<file path="src/hw/rtl/xrr_pkg.sv">
// Shared constants and types for the ranged xoshiro256** random generator.
// Holds the splitmix64 and generator constants, request codes and sequencer states.
// No dependencies.
`timescale 1ns / 1ps
`default_nettype none

package xrr_pkg;

  localparam int unsigned WordW   = 64;
  localparam int unsigned HalfW   = WordW / 2;
  localparam int unsigned CntW    = $clog2(WordW);
  localparam int unsigned CfgIdxW = 2;
  localparam int unsigned FuncW   = 3;

  localparam logic [WordW-1:0] Golden       = 64'h9E37_79B9_7F4A_7C15;
  localparam logic [WordW-1:0] MixMulFirst  = 64'hBF58_476D_1CE4_E5B9;
  localparam logic [WordW-1:0] MixMulSecond = 64'h94D0_49BB_1331_11EB;
  localparam logic [WordW-1:0] DefaultSeedA = 64'd3782560128497;
  localparam logic [WordW-1:0] DefaultSeedB = 64'd178260123457;

  localparam logic [CfgIdxW-1:0] RegSeedFirst  = 2'd0;
  localparam logic [CfgIdxW-1:0] RegSeedSecond = 2'd1;

  localparam logic [FuncW-1:0] FuncU64 = 3'd0;
  localparam logic [FuncW-1:0] FuncU32 = 3'd1;
  localparam logic [FuncW-1:0] FuncU16 = 3'd2;
  localparam logic [FuncW-1:0] FuncS64 = 3'd3;
  localparam logic [FuncW-1:0] FuncS32 = 3'd4;
  localparam logic [FuncW-1:0] FuncS16 = 3'd5;

  typedef enum logic [3:0] {
    ST_START,
    ST_SEED_ADD,
    ST_MIX,
    ST_MUL,
    ST_STORE,
    ST_IDLE,
    ST_PREP,
    ST_DIV,
    ST_FINISH
  } state_t;

  typedef struct packed {
    logic cfg_ready;
    logic in_ready;
  } ctrl_t;

endpackage

`default_nettype wire

</file>
<file path="src/hw/rtl/xoshiro256ss_ranged_random_top.sv">
// Ranged xoshiro256** random generator with splitmix64 seeding.
// One sequencer drives a shared 32x32 multiplier (seeding) and a radix-2
// remainder unit (draws). Depends on xrr_pkg.
//
// Channels: a request (func, limit) on in_valid/in_ready, a result (value,
// div_zero) on out_valid/out_ready, and seed writes on cfg_valid/cfg_ready
// with cfg_index 0 for seed_first and 1 for seed_second.
// A request is taken only while the sequencer is idle. It advances the
// generator, prepares magnitudes in a preparation step, runs 64 restoring
// remainder steps (one bit a cycle) and signs the result in a final step,
// which registers it. A zero limit skips the remainder loop and goes from
// preparation straight to the final step.
// The result sits in an output register; the next request is taken while it
// waits. If the receiver still holds the previous result when a new one is
// ready, the sequencer waits in its final step until the register frees.
// Reset clears both seeds and expands the default seeds into the state:
// four splitmix64 words, with the 64x64 products built from three 32x32
// partial products.
// A seed write reseeds the same way; neither port is ready meanwhile.
`timescale 1ns / 1ps
`default_nettype none

module xoshiro256ss_ranged_random_top (
  input  wire logic                          clk,
  input  wire logic                          rst,
  input  wire logic                          cfg_valid,
  output logic                               cfg_ready,
  input  wire logic [xrr_pkg::CfgIdxW-1:0]   cfg_index,
  input  wire logic [xrr_pkg::WordW-1:0]     cfg_data,
  input  wire logic                          in_valid,
  output logic                               in_ready,
  input  wire logic [xrr_pkg::FuncW-1:0]     func,
  input  wire logic [xrr_pkg::WordW-1:0]     limit,
  output logic                               out_valid,
  input  wire logic                          out_ready,
  output logic [xrr_pkg::WordW-1:0]          value,
  output logic                               div_zero
);

  localparam int unsigned W = xrr_pkg::WordW;
  localparam int unsigned H = xrr_pkg::HalfW;

  xrr_pkg::state_t state, state_next;
  xrr_pkg::ctrl_t  ctrl;

  logic [W-1:0] seed_first, seed_second;
  logic [W-1:0] gen_word [4];
  logic [W-1:0] acc, z, prod, mul_q;
  logic [1:0]   mstep, widx;
  logic         round;

  logic [W-1:0]                 raw_q, limit_q;
  logic [xrr_pkg::FuncW-1:0]    func_q;
  logic [W-1:0]                 dq, dvs, rem, mask_q;
  logic [xrr_pkg::CntW-1:0]     cnt;
  logic                         neg, zero_q;

  logic         cfg_fire, in_fire, seed_hit, out_free;
  logic [W-1:0] eff_a, eff_b;
  logic [H-1:0] op_a, op_b;
  logic [W-1:0] mul_k;
  logic [W-1:0] x5, rot7, draw;
  logic [W-1:0] n0, n1, n2, n3;
  logic         is32, is16, sgn, na, nb;
  logic [W-1:0] mask, rnd, lim, ma, mb;
  logic [W:0]   trial, diff;
  logic [W-1:0] fin_val;

  assign cfg_fire = cfg_valid && cfg_ready;
  assign in_fire  = in_valid && in_ready;
  assign seed_hit = (cfg_index == xrr_pkg::RegSeedFirst) ||
                    (cfg_index == xrr_pkg::RegSeedSecond);
  assign out_free = !out_valid || out_ready;

  assign eff_a = ((seed_first == '0) && (seed_second == '0)) ? xrr_pkg::DefaultSeedA
                                                             : seed_first;
  assign eff_b = ((seed_first == '0) && (seed_second == '0)) ? xrr_pkg::DefaultSeedB
                                                             : seed_second;

  // shared multiplier operands
  assign mul_k = round ? xrr_pkg::MixMulSecond : xrr_pkg::MixMulFirst;
  assign op_a  = (mstep == 2'd1) ? z[W-1:H] : z[H-1:0];
  assign op_b  = (mstep == 2'd2) ? mul_k[W-1:H] : mul_k[H-1:0];

  // generator step
  assign x5   = gen_word[1] + {gen_word[1][W-3:0], 2'b00};
  assign rot7 = {x5[W-8:0], x5[W-1:W-7]};
  assign draw = rot7 + {rot7[W-4:0], 3'b000};
  assign n2   = gen_word[2] ^ gen_word[0];
  assign n3   = gen_word[3] ^ gen_word[1];
  assign n1   = gen_word[1] ^ n2;
  assign n0   = gen_word[0] ^ n3;

  // request preparation
  assign is32 = (func_q == xrr_pkg::FuncU32) || (func_q == xrr_pkg::FuncS32);
  assign is16 = (func_q == xrr_pkg::FuncU16) || (func_q == xrr_pkg::FuncS16);
  assign sgn  = (func_q == xrr_pkg::FuncS64) || (func_q == xrr_pkg::FuncS32) ||
                (func_q == xrr_pkg::FuncS16);
  assign mask = is16 ? {{(W-16){1'b0}}, {16{1'b1}}}
              : is32 ? {{(W-H){1'b0}}, {H{1'b1}}} : {W{1'b1}};
  assign rnd  = is16 ? {{(W-16){1'b0}}, raw_q[W-1:W-16]}
              : is32 ? {{(W-H){1'b0}}, raw_q[W-1:H]} : raw_q;
  assign lim  = limit_q & mask;
  assign na   = sgn && (is16 ? rnd[15] : is32 ? rnd[H-1] : rnd[W-1]);
  assign nb   = sgn && (is16 ? lim[15] : is32 ? lim[H-1] : lim[W-1]);
  assign ma   = na ? ((W'(0) - rnd) & mask) : rnd;
  assign mb   = nb ? ((W'(0) - lim) & mask) : lim;

  // remainder step
  assign trial = {rem, dq[W-1]};
  assign diff  = trial - {1'b0, dvs};

  assign fin_val = zero_q ? '0 : (neg ? ((W'(0) - rem) & mask_q) : rem);

  always_comb begin
    state_next = state;
    unique case (state)
      xrr_pkg::ST_START:    state_next = xrr_pkg::ST_SEED_ADD;
      xrr_pkg::ST_SEED_ADD: state_next = xrr_pkg::ST_MIX;
      xrr_pkg::ST_MIX:      state_next = xrr_pkg::ST_MUL;
      xrr_pkg::ST_MUL: begin
        if (mstep == 2'd3) begin
          state_next = round ? xrr_pkg::ST_STORE : xrr_pkg::ST_MIX;
        end
      end
      xrr_pkg::ST_STORE: begin
        state_next = (widx == 2'd3) ? xrr_pkg::ST_IDLE : xrr_pkg::ST_SEED_ADD;
      end
      xrr_pkg::ST_IDLE: begin
        if (cfg_fire && seed_hit) begin
          state_next = xrr_pkg::ST_START;
        end else if (in_fire) begin
          state_next = xrr_pkg::ST_PREP;
        end
      end
      xrr_pkg::ST_PREP: begin
        state_next = (lim == '0) ? xrr_pkg::ST_FINISH : xrr_pkg::ST_DIV;
      end
      xrr_pkg::ST_DIV: begin
        if (cnt == xrr_pkg::CntW'(W - 1)) begin
          state_next = xrr_pkg::ST_FINISH;
        end
      end
      xrr_pkg::ST_FINISH: begin
        if (out_free) begin
          state_next = xrr_pkg::ST_IDLE;
        end
      end
      default: state_next = xrr_pkg::ST_START;
    endcase
  end

  always_comb begin
    ctrl.cfg_ready = 1'b0;
    ctrl.in_ready  = 1'b0;
    unique case (state)
      xrr_pkg::ST_IDLE: begin
        ctrl.cfg_ready = 1'b1;
        ctrl.in_ready  = !cfg_valid;
      end
      default: begin
        ctrl.cfg_ready = 1'b0;
        ctrl.in_ready  = 1'b0;
      end
    endcase
  end

  assign cfg_ready = ctrl.cfg_ready;
  assign in_ready  = ctrl.in_ready;

  always_ff @(posedge clk) begin
    if (rst) begin
      state      <= xrr_pkg::ST_START;
      seed_first <= '0;
      seed_second <= '0;
      out_valid  <= 1'b0;
    end else begin
      state <= state_next;
      if (cfg_fire && (cfg_index == xrr_pkg::RegSeedFirst)) begin
        seed_first <= cfg_data;
      end
      if (cfg_fire && (cfg_index == xrr_pkg::RegSeedSecond)) begin
        seed_second <= cfg_data;
      end
      if ((state == xrr_pkg::ST_FINISH) && out_free) begin
        out_valid <= 1'b1;
      end else if (out_ready) begin
        out_valid <= 1'b0;
      end
    end
  end

  always_ff @(posedge clk) begin
    unique case (state)
      xrr_pkg::ST_START: begin
        acc  <= eff_a;
        widx <= 2'd0;
      end
      xrr_pkg::ST_SEED_ADD: begin
        acc   <= acc + xrr_pkg::Golden;
        z     <= acc + xrr_pkg::Golden;
        round <= 1'b0;
      end
      xrr_pkg::ST_MIX: begin
        z     <= round ? (z ^ (z >> 27)) : (z ^ (z >> 30));
        mstep <= 2'd0;
      end
      xrr_pkg::ST_MUL: begin
        mstep <= mstep + 2'd1;
        mul_q <= op_a * op_b;
        unique case (mstep)
          2'd0: prod <= prod;
          2'd1: prod <= mul_q;
          2'd2: prod <= prod + {mul_q[H-1:0], {H{1'b0}}};
          2'd3: begin
            z     <= prod + {mul_q[H-1:0], {H{1'b0}}};
            round <= 1'b1;
          end
          default: prod <= prod;
        endcase
      end
      xrr_pkg::ST_STORE: begin
        gen_word[widx] <= z ^ (z >> 31);
        widx           <= widx + 2'd1;
        if (widx == 2'd1) begin
          acc <= eff_b;
        end
      end
      xrr_pkg::ST_IDLE: begin
        if (in_fire) begin
          raw_q       <= draw;
          func_q      <= func;
          limit_q     <= limit;
          gen_word[0] <= n0;
          gen_word[1] <= n1;
          gen_word[2] <= n2 ^ {gen_word[1][W-18:0], 17'b0};
          gen_word[3] <= {n3[18:0], n3[W-1:19]};
        end
      end
      xrr_pkg::ST_PREP: begin
        dq     <= ma;
        dvs    <= mb;
        rem    <= '0;
        cnt    <= '0;
        neg    <= na;
        mask_q <= mask;
        zero_q <= (lim == '0);
      end
      xrr_pkg::ST_DIV: begin
        rem <= diff[W] ? trial[W-1:0] : diff[W-1:0];
        dq  <= {dq[W-2:0], 1'b0};
        cnt <= cnt + 1'b1;
      end
      xrr_pkg::ST_FINISH: begin
        if (out_free) begin
          value    <= fin_val;
          div_zero <= zero_q;
        end
      end
      default: begin
        cnt <= cnt;
      end
    endcase
  end

endmodule

`default_nettype wire

</file>
<file path="config.mk">
export PLATFORM = sky130hd
export DESIGN_NAME = xoshiro256ss_ranged_random_top
export DESIGN_NICKNAME = d
export VERILOG_FILES = /design/src/hw/rtl/xrr_pkg.sv /design/src/hw/rtl/xoshiro256ss_ranged_random_top.sv
export SDC_FILE = /design/constraint.sdc
export NUM_CORES = 2
export LEC_CHECK = 0
export BUFFER_PORTS_ARGS = -buffer_cell sky130_fd_sc_hd__buf_2
export CELL_PAD_IN_SITES_DETAIL_PLACEMENT = 1
export CELL_PAD_IN_SITES_GLOBAL_PLACEMENT = 2
export CORE_MARGIN = 1.5
export CORE_UTILIZATION = 46
export DETAILED_ROUTE_END_ITERATION = 8
export PLACE_DENSITY = 0.87
export SYNTH_ARGS = -nofsm -noshare
export SYNTH_HDL_FRONTEND = slang
export SYNTH_SLANG_ARGS = --single-unit
</file>
<file path="constraint.sdc">
create_clock -name clk -period 29.3 [get_ports clk]
set_clock_uncertainty 0.15 [all_clocks]
set_input_delay 5.86 -clock clk [delete_from_list [all_inputs] [get_ports clk]]
set_output_delay 5.86 -clock clk [all_outputs]
set_load 0.02 [all_outputs]
</file>
==> run metrics <==
final hold vios=0; Worst Hold Class=flip-flop to flip-flop; Die ar.=approximately 200000 µm²; unrepaired setup endpoints after global routing=false; DRT antenna net count=0; hold wc startpoint=seed_first[44]; Synth top area share=between 30% and 40%; crit start category=input pin; critical path peak fanout=3; CTS tree=yes; asr flop ratio synth=0%; hold_buf cts=0; CP endpoint kind=primary output; hold depth=2; GRT Total Usage=between 30% and 40%; main area contributors after synthesis=edfxtp_1 (30%), fa_1 (18%), ha_1 (7.9%), inv_1 (4.9%), xnor2_1 (4.7%); die width=between 400 and 500 µm; critical path type=input pin to primary output; post-synthesis cell type count=95; post-placement cell count=~12000; share of cells above drive strength 1=roughly 6.5%; Crit path largest cell delay=around 0.25 ns; worst rel slew slack=between 20% and 30%; top cells by count, synth=inv_1 (1187), edfxtp_1 (915), nand2_1 (837); R2R cell count=32; slowest CP cell=nor2_1; antenna violations before repair=8; vias in the first global route=75186; Bufs and invs on worst path=2; number of enable flip-flop cells after synthesis=about 920; Final TNS setup=0 ns; Port Buffers=slightly above 200; Syn. warnings=0; Avg WL per Cell=26.2 µm; Reg2Reg Capture Point=mul_q[63]; fin nets=10821; reg2reg start=mstep[1]; clock tree sinks=between 1000 and 1500; DR DRC count=0; CP top delay family=buffers and inverters; largest family of logic cells by synthesized area=adder cells; Cell Chain, Critical Path=buf_2 -> nor2_1 -> buf_2; CTS clk-pin slew, worst paths=0.06 ns; Post-Syn Nets=~11000; Max Buffers Root-to-Sink=3; most used cell, CP=buf_2; Main synth FF type=edfxtp_1; pin count of the biggest net entering global routing=around 130; Synth Area in XOR/XNOR=~8.8%; clk_lat worst skew=0.81 ns; minimum clock period=~12 ns; hpwl dp=252 mm; synthesized flop and latch total=between 1000 and 1500; drt via density=between 5 and 6; Max Transition Viols Final=0; Post-Synthesis Cells=roughly 9300; CTS buffer count=117; Area Overhead vs Synth=8.20%; final wirelength=316 mm; clock root cell=clkbuf_16; Avg Inst Size Synth=9.80 µm²; Worst Hold End=seed_first[44]; Initial DRC Count=about 5700; GP Congestion=0.977; H-tree Lvls=3; Worst Max-Slew Pin Slew=between 1 and 1.5 ns; Cell Count, Final, Fillers Out=12042; I/O pin cnt=206; core area=197000 µm²; Starting Density=a little under half; post-CTS sizing=0; Data required, critical path=23.29 ns; first-pass GRT wire length=between 400 and 500 mm; site row count=roughly 160; grt total ovfl=0; mux cell area share after synthesis=roughly 1.3%; Mapped Area=between 90000 and 100000 µm²; worst path arrival time=about 6.5 ns; Die H=around 450 µm; Synth Area in Simple Gates=approximately 11%; CP startpoint=cfg_valid; Synth area leader=edfxtp_1; Fmax achieved=around 80 MHz; FF-to-FF setup slack=between 15 and 20 ns; postcts setup bufs=0; most used standard cell by instance count after synthesis=inv_1; Final Util=about half; status=finished clean; period utilization=between 40% and 50%; via count=70119; Synth Area in Adders=25.6%; Max Cap Viol=0; Synth Area in Compound Gates=around 14%; Final setup viols=0; total iterations of the first detailed-routing run=6; post-synthesis sequential area ratio=about 33%
[worst reg2reg max path: cells and delay by family, from the launching register on]
family,cells,cell delay [ns]
buffers and inverters,7,1.35
DFF,1,0.47
xor gates and xnor gates,1,0.13
adders and majority gates,10,4.74
AOI/OAI and AO/OA,7,2.10
muxes,1,0.52
and+or+nand+nor,6,1.72
[per-layer routing]
metal / track usage, % / share of wire, % / up-vias
li1: - / - / 31595
met1: 40.5 / 41 / 35889
met2: 53.8 / 49 / 2107
met3: 3.15 / 5.2 / 528
met4: 13.4 / 4.9 / 0
met5: 0 / 0 / -
[state kept, by name, indices dropped and copies added, names as in the netlist, 4 cells and up]
register	count
mul_q	64
rem	64
dvs	64
prod	64
seed_first	64
limit_q	64
value	64
raw_q	64
acc	64
dq	64
state	4
gen_word	256
cnt	6
seed_second	64
z	64
[through the flow]
step | worst slack (ns) | instance area [µm²] | hold slack, ns
final | 16.83 | 98500 | 0.325
after global routing | 16.78 | 98500 | 0.349
after CTS | 16.84 | 98500 | 0.327
after detailed placement | 16.84 | 94700 | 0.318
after global placement | 16.87 | 94700 | 0.310
after floorplan | 17.11 | 91000 | 0.274
[final cells by class]
type	instances	area [µm²]
multi-input cells	6657	55100
clock buffers	145	3110
flip-flops and latches	1048	30100
clock inverters	72	702
repair buffers	284	1650
diodes	2	5.00
inverters	1194	4500
fillers	22064	98500
well taps	2640	3300
[worst max path at each step]
stage / slack (ns) / to / depth (start not counted)
after floorplan: 17.11 / in_ready / 1
after global placement: 16.87 / in_ready / 3
after detailed placement: 16.84 / in_ready / 3
after CTS: 16.84 / in_ready / 3
after global routing: 16.78 / in_ready / 3
final: 16.83 / in_ready / 3
[cell usage in the layout (no fill, tap or decap), drive strengths merged, types with 133 or more instances in the layout]
| cell type | instances |
|---|---|
| xnor2 | 484 |
| edfxtp | 915 |
| a21o | 191 |
| buf | 284 |
| a21oi | 624 |
| fa | 803 |
| nand2 | 837 |
| clkbuf | 145 |
| ha | 578 |
| xor2 | 428 |
| o21ai | 630 |
| inv | 1193 |
| dfxtp | 133 |
| nor2 | 647 |
[logic make-up (layout without fill, tap and decap cells)]
kind of cell	after synthesis	after routing
adder cells (fa/ha/maj)	1382	1382
multiplexers	114	114
buffers and inverters	1583	1695
AND/OR/NAND/NOR	2217	2217
XOR/XNOR	913	913
AO/OA/AOI/OAI	2031	2031
flip-flops	1048	1048
other	0	2
Power is not shown: default switching activity piles up to over one toggle a cycle in this logic, so the estimate is an artifact.
